**config.mk**
```make
export PLATFORM = sky130hd
export DESIGN_NAME = env_assignment_line_recognizer_unit
export DESIGN_NICKNAME = d
export VERILOG_FILES = /design/src/rtl/ealr_pkg.sv /design/src/rtl/env_assignment_line_recognizer_unit.sv
export VERILOG_INCLUDE_DIRS = /design/src /design/src/rtl
export SDC_FILE = /design/constraint.sdc
export NUM_CORES = 1
export LEC_CHECK = 0
export BUFFER_PORTS_ARGS = -buffer_cell sky130_fd_sc_hd__buf_2
export CORE_ASPECT_RATIO = 0.75
export CORE_UTILIZATION = 58
export CTS_BUF_LIST = sky130_fd_sc_hd__clkbuf_4
export CTS_CLUSTER_DIAMETER = 40
export CTS_CLUSTER_SIZE = 24
export DETAILED_ROUTE_END_ITERATION = 8
export PLACE_DENSITY_LB_ADDON = 0.25
export SETUP_SLACK_MARGIN = 0.15
export SKIP_CTS_REPAIR_TIMING = 1
export SLEW_MARGIN = 20
export SYNTH_ARGS = -nofsm -noshare
export SYNTH_HDL_FRONTEND = slang
export SYNTH_SLANG_ARGS = --single-unit
```
**constraint.sdc**
```tcl
create_clock -name clock -period 2.3 [get_ports clock]
set_input_delay 0.46 -clock clock [delete_from_list [all_inputs] [get_ports clock]]
set_output_delay 0.46 -clock clock [all_outputs]
set_load 0.005 [all_outputs]
```
**src/rtl/env_assignment_line_recognizer_unit_macros.svh**
```systemverilog
// ----------------------------------------------------------------------------
// Assertion macros for the assignment line recognizer
// Shared concurrent assertion forms, clocked on clock, off during reset.
// ----------------------------------------------------------------------------
`ifndef ENV_ASSIGNMENT_LINE_RECOGNIZER_UNIT_MACROS_SVH
`define ENV_ASSIGNMENT_LINE_RECOGNIZER_UNIT_MACROS_SVH

// same-cycle implication
`define EALR_ASSERT_IMP(lbl, ante, cons) \
   lbl: assert property (@(posedge clock) disable iff (reset) (ante) |-> (cons)) \
      else $error("assertion failed");

// next-cycle implication
`define EALR_ASSERT_NEXT(lbl, ante, cons) \
   lbl: assert property (@(posedge clock) disable iff (reset) (ante) |=> (cons)) \
      else $error("assertion failed");

`endif

```
**src/rtl/ealr_pkg.sv**
```systemverilog
// ----------------------------------------------------------------------------
// ealr_pkg
// Types, byte codes and helper functions of the assignment line recognizer.
// ----------------------------------------------------------------------------
`default_nettype none

package ealr_pkg;

   typedef enum logic [2:0] {
      PH_NAME_FIRST  = 3'd0,
      PH_NAME        = 3'd1,
      PH_BEFORE_EQ   = 3'd2,
      PH_AFTER_EQ    = 3'd3,
      PH_VALUE_FIRST = 3'd4,
      PH_VALUE       = 3'd5,
      PH_FINISHED    = 3'd6,
      PH_ERROR       = 3'd7
   } phase_type;

   typedef enum logic [1:0] {
      QUOTE_NONE   = 2'd0,
      QUOTE_SINGLE = 2'd1,
      QUOTE_DOUBLE = 2'd2
   } quote_type;

   localparam logic [7:0] CH_NUL    = 8'h00;
   localparam logic [7:0] CH_SQUOTE = 8'h27;
   localparam logic [7:0] CH_DQUOTE = 8'h22;
   localparam logic [7:0] CH_EQUALS = 8'h3D;
   localparam logic [7:0] CH_SPACE  = 8'h20;
   localparam logic [7:0] CH_TAB    = 8'h09;
   localparam logic [7:0] CH_CR     = 8'h0D;

   // space, tab, LF, VT, FF, CR
   function automatic logic is_ws(input logic [7:0] b);
      return (b == CH_SPACE) || ((b >= CH_TAB) && (b <= CH_CR));
   endfunction

   function automatic quote_type quote_code(input logic [7:0] b);
      quote_type q;
      q = QUOTE_NONE;
      if (b == CH_SQUOTE) begin
         q = QUOTE_SINGLE;
      end else if (b == CH_DQUOTE) begin
         q = QUOTE_DOUBLE;
      end
      return q;
   endfunction

endpackage

`default_nettype wire

```
**src/rtl/env_assignment_line_recognizer_unit.sv**
```systemverilog
// A byte beat updates the parse state in the cycle it is taken; an end
// beat's verdict is registered, in skid if the output is held. Throughput:
// one beat per cycle unless stalled; the single-register phase update is
// the only loop. A two-entry result register (output plus skid) keeps
// req_ open while a verdict waits; req_stall rises only when both are full.
// Reset: synchronous, active high; parse state returns to name-first, no
// quote open, scanning enabled, and both result entries empty.
// ----------------------------------------------------------------------------
// env_assignment_line_recognizer_unit
// Byte-serial recognizer for NAME=VALUE lines; one verdict per end beat.
// ----------------------------------------------------------------------------
`default_nettype none

`include "env_assignment_line_recognizer_unit_macros.svh"

module env_assignment_line_recognizer_unit (
   input  wire logic       clock,
   input  wire logic       reset,
   input  wire logic       req_valid,
   output logic            req_stall,
   input  wire logic [7:0] req_char_byte,
   input  wire logic       req_end_of_line,
   output logic            rsp_valid,
   input  wire logic       rsp_stall,
   output logic            rsp_is_assignment
);
   import ealr_pkg::*;

   phase_type phase_ff, phase_in;
   quote_type quote_ff, quote_in;
   logic      stopped_ff, stopped_in;

   logic rsp_valid_ff, rsp_valid_in;
   logic rsp_data_ff, rsp_data_in;
   logic skid_valid_ff, skid_valid_in;
   logic skid_data_ff, skid_data_in;

   logic      req_accept;
   logic      result_fire;
   logic      out_free;
   logic      verdict;
   logic      byte_ws;
   logic      byte_eq;
   quote_type byte_q;

   assign req_accept  = req_valid && !req_stall;
   assign result_fire = req_accept && req_end_of_line;
   assign out_free    = !rsp_valid_ff || !rsp_stall;

   assign byte_ws = is_ws(req_char_byte);
   assign byte_eq = (req_char_byte == CH_EQUALS);
   assign byte_q  = quote_code(req_char_byte);

   // next parse state
   always_comb begin
      phase_in   = phase_ff;
      quote_in   = quote_ff;
      stopped_in = stopped_ff;
      if (req_accept) begin
         if (req_end_of_line) begin
            phase_in   = PH_NAME_FIRST;
            quote_in   = QUOTE_NONE;
            stopped_in = 1'b0;
         end else if (!stopped_ff && (phase_ff != PH_ERROR)) begin
            if (req_char_byte == CH_NUL) begin
               stopped_in = 1'b1;
            end else begin
               case (phase_ff)
                  PH_NAME_FIRST: begin
                     if (byte_q != QUOTE_NONE) begin
                        phase_in = PH_NAME;
                        quote_in = byte_q;
                     end else if (byte_ws) begin
                        phase_in = PH_BEFORE_EQ;
                     end else if (byte_eq) begin
                        // empty unquoted name
                        phase_in = PH_AFTER_EQ;
                        quote_in = QUOTE_NONE;
                     end else begin
                        phase_in = PH_NAME;
                     end
                  end
                  PH_NAME: begin
                     if (quote_ff != QUOTE_NONE) begin
                        if (byte_q == quote_ff) begin
                           phase_in = PH_BEFORE_EQ;
                        end else if (byte_eq) begin
                           phase_in = PH_ERROR;
                        end
                     end else if (byte_ws) begin
                        phase_in = PH_BEFORE_EQ;
                     end else if (byte_eq) begin
                        phase_in = PH_AFTER_EQ;
                        quote_in = QUOTE_NONE;
                     end
                  end
                  PH_BEFORE_EQ: begin
                     if (byte_eq) begin
                        phase_in = PH_AFTER_EQ;
                        quote_in = QUOTE_NONE;
                     end else if (!byte_ws) begin
                        phase_in = PH_ERROR;
                     end
                  end
                  PH_AFTER_EQ: begin
                     if (!byte_ws) begin
                        phase_in = PH_VALUE;
                        if (byte_q != QUOTE_NONE) begin
                           quote_in = byte_q;
                        end
                     end
                  end
                  PH_VALUE_FIRST: begin
                     phase_in = PH_VALUE;
                     if (byte_q != QUOTE_NONE) begin
                        quote_in = byte_q;
                     end
                  end
                  PH_VALUE: begin
                     if ((quote_ff != QUOTE_NONE) && (byte_q == quote_ff)) begin
                        phase_in = PH_FINISHED;
                     end
                  end
                  PH_FINISHED: begin
                     if (!byte_ws) begin
                        phase_in = PH_ERROR;
                     end
                  end
                  default: begin
                  end
               endcase
            end
         end
      end
   end

   // verdict from the current state
   always_comb begin
      verdict = (phase_ff == PH_FINISHED) ||
                ((phase_ff == PH_VALUE) && (quote_ff == QUOTE_NONE));
   end

   // output register with one skid entry
   always_comb begin
      rsp_valid_in  = rsp_valid_ff;
      rsp_data_in   = rsp_data_ff;
      skid_valid_in = skid_valid_ff;
      skid_data_in  = skid_data_ff;
      if (out_free) begin
         if (skid_valid_ff) begin
            rsp_valid_in  = 1'b1;
            rsp_data_in   = skid_data_ff;
            skid_valid_in = 1'b0;
         end else begin
            rsp_valid_in = result_fire;
            rsp_data_in  = verdict;
         end
      end else if (result_fire) begin
         skid_valid_in = 1'b1;
         skid_data_in  = verdict;
      end
   end

   always_ff @(posedge clock) begin
      if (reset) begin
         phase_ff      <= PH_NAME_FIRST;
         quote_ff      <= QUOTE_NONE;
         stopped_ff    <= 1'b0;
         rsp_valid_ff  <= 1'b0;
         skid_valid_ff <= 1'b0;
      end else begin
         phase_ff      <= phase_in;
         quote_ff      <= quote_in;
         stopped_ff    <= stopped_in;
         rsp_valid_ff  <= rsp_valid_in;
         skid_valid_ff <= skid_valid_in;
      end
   end

   always_ff @(posedge clock) begin
      rsp_data_ff  <= rsp_data_in;
      skid_data_ff <= skid_data_in;
   end

   assign req_stall         = skid_valid_ff;
   assign rsp_valid         = rsp_valid_ff;
   assign rsp_is_assignment = rsp_data_ff;

   `EALR_ASSERT_IMP(a_skid_behind_out, skid_valid_ff, rsp_valid_ff)
   `EALR_ASSERT_NEXT(a_eol_clears, result_fire,
      (phase_ff == PH_NAME_FIRST) && (quote_ff == QUOTE_NONE) && !stopped_ff)
   `EALR_ASSERT_NEXT(a_stop_freezes, stopped_ff && !result_fire,
      stopped_ff && $stable(phase_ff) && $stable(quote_ff))

endmodule

`default_nettype wire

```
; ---- After elaboration in Yosys (flattened, before gate mapping)
; Index checks and enable logic that the tools add are counted.
[op_classes]
magnitude_cmp = 2
n_mul = 0
n_bitwise = 1
n_shift = 0
eq_ne = 18
div_mod_pow = 0
addsub = 0
n_reduce_logical = 27
n_mux = 33
[op_table]
columns = cell, count
row1 = two-way mux 3 bit, 12
row2 = "equality test 8 x 6 -> 1 bit, second input constant", 4
row3 = two-way mux 2 bit, 14
row4 = one-hot mux 3 bit (7 select lines), 1
row5 = "inequality test 3 bit, second input constant", 4
row6 = "inequality test 5 bit, second input constant", 2
row7 = one-hot mux 2 bit (5 select lines), 1
row8 = "equality test 3 bit, second input constant", 3
row9 = ">= comparator 8 x 4 -> 1 bit, second input constant", 1
row10 = "less-or-equal comparator 8 x 4 -> 1 bit, second input constant", 1
row11 = logical NOT 8 bit, 1
row12 = AND reduction 8 bit, 1
row13 = nonzero test 2 bit, 4
row14 = nonzero test 8 bit, 1
row15 = "equality test 3 x 2 -> 1 bit, second input constant", 2
row16 = logical AND 1 bit, 6
row17 = AND reduction 6 bit, 1
row18 = nonzero test 6 bit, 1
row19 = two-way mux 1 bit, 5
row20 = logical NOT 1 bit, 4
row21 = "equality test 3 x 1 -> 1 bit, second input constant", 1
row22 = logical NOT 3 bit, 1
row23 = logical OR 1 bit, 3
row24 = AND reduction 3 bit, 1
row25 = 6 further kinds, 6
[totals]
ff_bits = 10
input_bits = 13
mem_count = 0
latch_bits = 0
romBits = 0
mem_bits_rw = 0

; ---- Logic depth before layout (Yosys ltp)
; Gate-level depths: netlist (run 1).
[depth]
word_depth = 10
ltp_mapped = 7
depth_no_buf = 6

; ---- Worst setup path after synthesis (run 1)
; Ideal clock, no wire load.
[synth_timing]
path_kind = input port to flip-flop
start = input port req_char_byte[7]
end = register quote_ff[0]
slack_ns = 0.152
arrival_ns = 2.082
setup_ns = 0.066
path_stages = 7
cell_sequence = or3b_1 buf_6 or3_4 o221ai_1 a32oi_1 or3_1 a21oi_2
[synth_between]
elab_chain_cells = 10
[synth_rtl]
columns = item, line_no
row1 = from (decl), env_assignment_line_recognizer_unit.sv:21  ; input wire logic [7:0] req_char_byte,
row2 = branches (longest 10 deep; another with >= comparator 8 x 4 -> 1 bit), -
row3 = to (signal assigned), env_assignment_line_recognizer_unit.sv:173  ; quote_ff <= quote_in;
row4 = to (decl), env_assignment_line_recognizer_unit.sv:30  ; quote_type quote_ff, quote_in;
; Several ways; the timed one is not identified. The select of a mux whose other input is x is not followed.
; A chain may end at the register's enable or synchronous reset.

; ---- Worst setup path in the final report (run 1)
[layout_timing]
start = register phase_ff[1]
end = register quote_ff[0]
[layout_between]
elab_chain_cells = 5
[layout_rtl]
columns = item, line_no
row1 = from (decl), env_assignment_line_recognizer_unit.sv:29  ; phase_type phase_ff, phase_in;
row2 = from (signal assigned), env_assignment_line_recognizer_unit.sv:172  ; phase_ff <= phase_in;
row3 = "equality test 3 bit, or another cell as far along", env_assignment_line_recognizer_unit.sv:68  ; case (phase_ff)
row4 = one-hot mux 2 bit (5 select lines), env_assignment_line_recognizer_unit.sv:68
row5 = two-way mux 2 bit, env_assignment_line_recognizer_unit.sv:65  ; if (req_char_byte == CH_NUL) begin
row6 = two-way mux 2 bit, env_assignment_line_recognizer_unit.sv:64  ; end else if (!stopped_ff && (phase_ff != PH_ERROR)) begin
row7 = two-way mux 2 bit, env_assignment_line_recognizer_unit.sv:60  ; if (req_end_of_line) begin
; Parallel ways exist; a longest one is shown, timed or not. The select of a mux whose other input is x is not followed.

==> flow_results.org, run 1 <==
** Floorplanning
- The die is 50.2 µm wide.
- CORE AREA :: 1550 µm²
- The die is 38.2 µm tall.
- Die Footprint :: 1920 µm²
- Floorplan row count :: 12
- Number of primary I/O pins :: 16
- Starting Density :: 65.4%

** Worst hold path
- Hold depth :: 2
- The tightest min-delay check is of the in -> reg type.
- The worst hold path begins at reset.
- For hold timing, the worst endpoint is quote_ff[0].

** Timing
- Time the worst path needs with I/O delays and setup :: 2.05 ns
- For this run, the top clock speed supported by timing is 489 MHz.
- For the pin with the worst max-slew slack, the measured transition is 0.622 ns.
- For the final database, setup skew stands at 0.00193 ns.
- Setup violations remaining at the end of the flow were counted as 0.
- Final hold violation count :: 0
- Setup repair after global routing left no endpoint under its margin.
- The final critical path takes up 89.0% of the cycle.
- The count of final max-slew check failures is 0.
- Worst slew slack as a fraction of its limit :: 58.0%

** Pwr
- Power share of the clock group :: 28.8%
- Part of the power in registers :: 46.5%
- Lkg Pwr :: 0.396 nW
- Power spread over the standard cell area amounts to 381 nW/µm².
- For this design the total switching power over the nets is 0.000124 W.
- Net switching is 29.9% of the power.
- Int Pwr :: 0.000290 W
- Per report_power, the combinational group accounts for 24.7% of the total.
- Max VDD drop :: 464 µV

** Setup path
- Worst Path Class, Setup :: reg -> reg
- The largest individual stage delay along the critical path comes from the cell or3b_1.
- Type of origin of the critical path :: flip-flop
- Data on the critical path is required at its endpoint by 2.50 ns.
- Reg-to-reg slack, setup :: 0.25 ns
- Delay of the slowest cell on the worst path :: 0.43 ns
- Number of cells on the worst reg-to-reg path :: 6
- Critical path arrival :: 2.25 ns
- Nature of the critical path endpoint :: flip-flop
- Cell-by-cell listing of the critical path :: nand3b_1 -> o41ai_1 -> a22o_2 -> or3b_1 -> or3_1 -> a21oi_2
- Largest delay contributor family on the critical path :: simple AND/OR/NAND/NOR gates
- Launch instance of the worst register-to-register path :: phase_ff[1]
- The endpoint identified for the worst register-to-register timing path is quote_ff[0].
- Together, buffers and inverters on the worst path number 0.
- Maximum fanout along the worst path :: 11

** Detailed routing
- Wires add up to 2.42 mm.
- The detailed router finished its first iteration with 43 violations.
- Dividing the detail-routed wire length by the instance count gives 15.4 µm.
- Total via count after detailed routing :: 1047
- Number of optimization iterations in the first detailed-route pass :: 4
- Number of remaining DRC errors :: 0
- After detailed routing, the number of vias per cell comes to 6.67.
- The count of nets left with antenna violations once routing finished came out at 0.

** Global routing
- Pin count of the biggest net entering global routing :: 14
- The first global-routing pass estimated 4.16 mm of wire.
- The via count of the first global-routing pass is 907.
- Number of antenna violations at the first check in global routing :: 0
- Global route total overflow :: 0
- For this run, the total global-route usage over all layers was measured as 29.8%.

** Clock network
- The later pin in the worst-skew pair is clocked with a latency of 0.26 ns.
- TritonCTS built the clock tree.
- Clk pin slew, worst setup/hold paths :: 0.06 ns
- Counting along the longest clock path gives a buffer depth of 2.
- H-Tree Level Count :: 1
- Sink count of the clock tree :: 10
- Clock tree synthesis inserted a total of 3 buffers.
- In this run the clock root is driven by a clkbuf_4.

** Synthesis
- Part of the Yosys area used for sequential elements :: 21.8%
- Distinct cell type count of the synthesized netlist :: 51
- Mean area per synthesized cell :: 8.36 µm²
- Synthesis produced a netlist with a net count of 134.
- Synth Warn # :: 0
- In the post-synthesis netlist, the biggest area contributors are dfxtp_1, edfxtp_1, buf_6.
- The top cell type by area accounts for 15.8% of the synthesized area.
- Cells after Synth :: 121
- Cell type with the largest total area after synthesis :: dfxtp_1
- Most used DFF post-synth :: dfxtp_1
- In the synthesized netlist the async set-or-reset flop fraction comes to 0%.
- The cell area that synthesis handed to floorplanning was 1010 µm².
- Counting flops and latches in the post-synthesis netlist gives 10.
- Post-synth EDFFs :: 2

** Status
- The run finished with clean final reports.

** Final layout
- Cells with a size suffix above 1 make up 27.2% of the layout.
- Finished Layout Cells :: 157
- Measured on the finished design, the core utilization comes to 70.1%.
- Number of nets in the final layout :: 150
- Most used cells in the layout excluding fill and tap cells :: buf_2, nand2_1, nor3_1, dfxtp_1, a21oi_1
- 0 antenna diodes ended up in the layout.
- Relative to the synthesized area, the layout overhead comes to 7.30%.
- Commonest non-fill, non-tap cell in the layout :: buf_2

** Place
- The HPWL after detailed placement is 1.89 mm.
- Port Buffer Count :: 15
- Count of placed standard cells including taps :: 153
- The congestion estimate from routability-driven global placement came to 0.978.

** Job
- Max-cap violations in this run came to 0.
power groups by stage:
| stage | sequential, W | combinational, W | clock [W] |
|---|---|---|---|
| after floorplan | 0.000190 | 0.0000837 | 0 |
| after global placement | 0.000196 | 0.0000966 | 0 |
| after detailed placement | 0.000196 | 0.0000989 | 0 |
| after CTS | 0.000192 | 0.0000992 | 0.000125 |
| after global routing | 0.000193 | 0.000113 | 0.000137 |
| final | 0.000192 | 0.000102 | 0.000119 |
cells in the mapped netlist, types with 2 or more instances:
cell / number
or3_1: 3
mux2i_1: 2
edfxtp_1: 2
o41ai_1: 2
inv_1: 5
nor3b_1: 3
buf_6: 5
nand2_1: 10
o21ai_0: 2
nor2_1: 6
or3b_1: 3
nor3_1: 9
dfxtp_1: 8
nand2b_1: 2
a21oi_1: 7
a211oi_2: 2
or4_1: 3
a211oi_1: 5
o211a_1: 2
buf_4: 2
nand3b_1: 3
o211ai_1: 3
nor4b_1: 2
o31ai_1: 3
layer usage:
layer	share of wire, %	up-vias	track usage, %
met5	0	-	0
met4	1.6	0	2.86
met3	9.9	7	12.7
met2	43	49	45.0
met1	46	487	40.3
li1	-	504	-
worst max path at each step:
stage / start / end / slack (ns) / cells past startpoint
after floorplan: req_char_byte[7] / quote_ff[0] / 0.15 / 7
after global placement: req_char_byte[7] / quote_ff[0] / 0.01 / 7
after detailed placement: req_char_byte[7] / quote_ff[0] / -0.05 / 7
after CTS: req_char_byte[7] / quote_ff[0] / 0.23 / 7
after global routing: phase_ff[1] / quote_ff[0] / 0.17 / 6
final: phase_ff[1] / quote_ff[0] / 0.25 / 6
cells by family (layout without fill, tap and decap cells):
logic type	count (synthesis)	count (layout)	synth area share, %
xor+xnor	1	1	0.866
mux	3	3	3.09
compound gates	39	39	30.2
simple gates	52	52	31.8
flops	10	10	21.8
buf+inv	16	31	12.3
layout make-up:
type | count | area [µm²]
clock buffer | 3 | 22.5
clock inverter | 1 | 3.75
fill | 138 | 462
inverter | 6 | 22.5
multi-input combinational | 95 | 669
sequential | 10 | 220
tap | 21 | 26.3
timing repair buffer | 21 | 120
registers in the layout (all words and copies together) (netlist names):
signal and count:
phase_ff 3, quote_ff 2, req_stall 1, rsp_is_assignment 1, rsp_valid 1, skid_data_ff 1, stopped_ff 1
stage by stage:
step           area, µm²  hold WS, ns  power (W)  TNS [ns]  setup slack, ns
2_1_floorplan       1010        0.434   0.000273         0            0.152
3_3_place_gp        1060        0.471   0.000292         0           0.0132
3_5_place_dp        1060        0.465   0.000295   -0.0501          -0.0483
4_1_cts             1080        0.475   0.000417         0            0.229
5_1_grt             1080        0.491   0.000443         0            0.174
6_report            1080        0.483   0.000414         0            0.254
worst register-to-register path, stage by stage (launching register included):
cell and delay [ns]:
dfxtp_1 0.42, nand3b_1 0.23, o41ai_1 0.12, a22o_2 0.29, or3b_1 0.43, or3_1 0.39, a21oi_2 0.12
Power figures use the tool's default switching activity.
==> run 2: changes to the inputs <==
--- a/config.mk
+++ b/config.mk
@@ -13,6 +13,7 @@
 export CTS_CLUSTER_DIAMETER = 40
 export CTS_CLUSTER_SIZE = 24
 export DETAILED_ROUTE_END_ITERATION = 8
+export HOLD_SLACK_MARGIN = 0.06
 export PLACE_DENSITY_LB_ADDON = 0.25
 export SETUP_SLACK_MARGIN = 0.15
 export SKIP_CTS_REPAIR_TIMING = 1
==> constraint.sdc (replaced) <==
create_clock -name clock -period 2.3 [get_ports clock]
set_input_delay 0.115 -clock clock [delete_from_list [all_inputs] [get_ports clock]]
set_output_delay 0.115 -clock clock [all_outputs]
set_load 0.005 [all_outputs]
==> run 2 against run 1 <==
  * Die area stayed put
  * Routed wire length is 0.21% lower
  * Count of clock-buffer cells in the layout stayed put
  * Cell count is 1.3% lower
  * Sequential share of layout area is 0.33 points higher
  * Sequential cell count stayed put
  * First-iteration DRC count is 16% higher
  * Critical path depth stayed put
  * Critical endpoint unchanged
  * Largest cell class unchanged
==> flow_results.org, run 2 (synthesized netlist as in run 1, its figures left out) <==
** Global routing
- GR Util met1 :: 40.0%
- First-pass GRT wire length :: 4.00 mm
- The initial antenna violation count is 0.
- GRT Resource Usage Total :: 29.2%
- Global routing consumed, on the met2 layer, 43.7% of the routing resources.
- Number of global-route vias before repair :: 863
- Entering global routing, the biggest net connects 14 pins.
- Global routing finished with a remaining overflow of 0.
- GR peak layer :: met2
- For this run, global-route usage on met3 was measured as 7.54%.

** Final layout
- In the final layout, the registers with the most flip-flops are phase_ff (3), quote_ff (2).
- Leaving out fill and tap cells, the most frequent cells in the layout are buf_2, nand2_1, nor3_1, dfxtp_1, a21oi_1.
- Counting flops per register, the top entry is phase_ff.
- Number of nets in the final layout :: 148
- The register with the most flip-flops in the layout has 3 of them.
- Of the cells placed in the final design, the portion with a size suffix greater than 1 is 25.4%.
- Area growth from synthesis to final layout :: 5.57%
- The library cell used most frequently in the layout, excluding fill and tap cells, is buf_2.
- Ant. Diodes :: 0

** Setup path
- The worst setup path is of the reg -> reg kind.
- For the worst setup path, the data required time is 2.51 ns.
- The most critical setup path has its startpoint at phase_ff[1].
- Slowest CP cell :: dfxtp_1
- Maximum fanout along the worst path :: 11
- At the worst endpoint, the arrival time is 2.27 ns.
- Cell-by-cell listing of the critical path :: nand3b_1 -> o41ai_1 -> a22o_2 -> or3b_1 -> or3_1 -> a21oi_2
- In this design, the stage delay of the slowest critical-path cell is 0.42 ns.
- Reg-to-reg slack, setup :: 0.24 ns
- The startpoint identified for the worst register-to-register timing path is phase_ff[1].
- Number of cells on the worst reg-to-reg path :: 6
- The worst register-to-register path ends at quote_ff[0].
- Nature of the critical path endpoint :: flip-flop
- Type of origin of the critical path :: flip-flop

** Clock network
- Clock latency on the worst-skew pair, taken at its later pin, is 0.27 ns.
- Number of buffers created by CTS :: 3
- Clock tree from TritonCTS :: done
- Clock tree synthesis selected as its root buffer the cell clkbuf_4.
- The clock net in this run drives a total of 10 sinks.
- The clock passes through at most 2 buffers.
- Clock-pin slew was measured on the worst setup and hold paths at 0.07 ns.
- H-Tree Level Count :: 1

** Floorplanning
- Die height :: 38.2 µm
- The region available for standard cell placement spans 1550 µm².
- Horiz. Die Dim :: 50.2 µm
- Floorplan row count :: 12
- The initial utilization of the core area, before any placement, comes to 65.4%.
- During I/O placement, the number of pins put on the boundary was 16.
- The die covers 1920 µm².

** Timing
- Final-report max-slew violation count :: 0
- Setup violations remaining at the end of the flow were counted as 0.
- Worst-case hold slack :: 0.134 ns
- In this run the tightest slew margin relative to its limit is 68.7%.
- Subtracting the final worst setup slack from the clock period gives 2.06 ns.
- Setup total negative slack on the finished layout was measured at 0 ns.
- Static timing analysis puts the maximum clock frequency at 485 MHz.
- Between clock sinks in the finished design, the worst skew comes to 0.00283 ns.
- The hold violation total from the final report was 0.
- Share of the clock period used by the worst path after layout :: 89.6%
- Slew at the pin with the worst max-slew slack :: 0.468 ns
- Setup repair after global routing left no endpoint under its margin.

** Pwr
- Lkg Pwr :: 0.386 nW
- Power spread over the standard cell area amounts to 394 nW/µm².
- Sw Share :: 31.1%
- The worst-case IR drop observed on VDD is 338 µV.
- Sequential cells account for 45.7% of the total power.
- Switching component of the power :: 0.000131 W
- Power share of the clock group :: 30.1%
- Proportion of power drawn by combinational gates :: 24.2%
- Int Pwr :: 0.000289 W

** Place
- Half-perimeter wire length after placement :: 1.88 mm
- Port Buffer Count :: 15
- The congestion estimate from routability-driven global placement came to 0.957.

** Detailed routing
- Wires add up to 2.41 mm.
- Per-cell routed wire length :: 15.5 µm
- For this run, the detailed router's first-pass iteration total came to 5.
- Via-per-instance ratio :: 6.51
- Number of remaining DRC errors :: 0
- Detailed routing inserted a total of 1009 vias.
- The first routing iteration left 50 violations.
- The count of nets left with antenna violations once routing finished came out at 0.

** Worst hold path
- Type of the most critical hold path :: in -> reg
- The path with the worst hold slack has its endpoint at quote_ff[0].
- Hold depth :: 2
- Start point of the worst hold path :: reset

** Job
- Max_cap viols :: 0

** Status
- Run status :: completed
-- run 2: cell types whose count changed in the layout (fill, tap and decap cells not counted) --
cell | previous run | this run
buf_4 | 6 | 4
or3b_1 | 2 | 3
or3b_4 | 1 | 0
-- run 2: critical path, delay by kind of cell, from the launching register on --
kind               cells  cell delay (ns)
and+or+nand+nor        3             1.04
DFF                    1             0.42
AOI/OAI and AO/OA      3             0.54
-- run 2: power by group through the flow --
| stage | combinational [W] | sequential, W | clock, W |
|---|---|---|---|
| after detailed placement | 0.0000994 | 0.000196 | 0 |
| after global routing | 0.000112 | 0.000193 | 0.000133 |
| after floorplan | 0.0000837 | 0.000190 | 0 |
| after global placement | 0.0000961 | 0.000196 | 0 |
| final | 0.000102 | 0.000192 | 0.000127 |
| after CTS | 0.0000999 | 0.000192 | 0.000130 |
-- run 2: worst max path at each step --
stage | to | cells after the start
CTS | quote_ff[0] | 6
finish | quote_ff[0] | 6
global route | phase_ff[2] | 6
detailed placement | phase_ff[2] | 7
floorplan | phase_ff[2] | 7
global placement | quote_ff[0] | 6
-- run 2: metrics by stage --
stage / power [W] / area [µm²] / setup WS, ns / utilization [%] / cells
3_5_place_dp: 0.000295 / 1040 / 0.260 / 67.3 / 151
6_report: 0.000420 / 1070 / 0.238 / 69.0 / 155
2_1_floorplan: 0.000273 / 1010 / 0.479 / - / 121
5_1_grt: 0.000438 / 1070 / 0.176 / 69.0 / 155
3_3_place_gp: 0.000292 / 1040 / 0.318 / 67.3 / 151
4_1_cts: 0.000422 / 1070 / 0.262 / 69.0 / 155
-- run 2: cell type report --
| cell class | instances | area (µm²) |
|---|---|---|
| tap | 21 | 26.3 |
| multi-input combinational | 95 | 667 |
| inverter | 6 | 22.5 |
| clock inverter | 1 | 3.75 |
| timing repair buffer | 19 | 105 |
| clock buffer | 3 | 22.5 |
| sequential | 10 | 220 |
| fill | 135 | 479 |
-- run 2: layer usage --
metal / share of wire, % / wire (µm) / vias up
met1: 46 / 1100 / 455
met5: 0 / 0 / -
met2: 42 / 1010 / 51
li1: - / - / 494
met4: 2.0 / 48 / 0
met3: 11 / 254 / 9
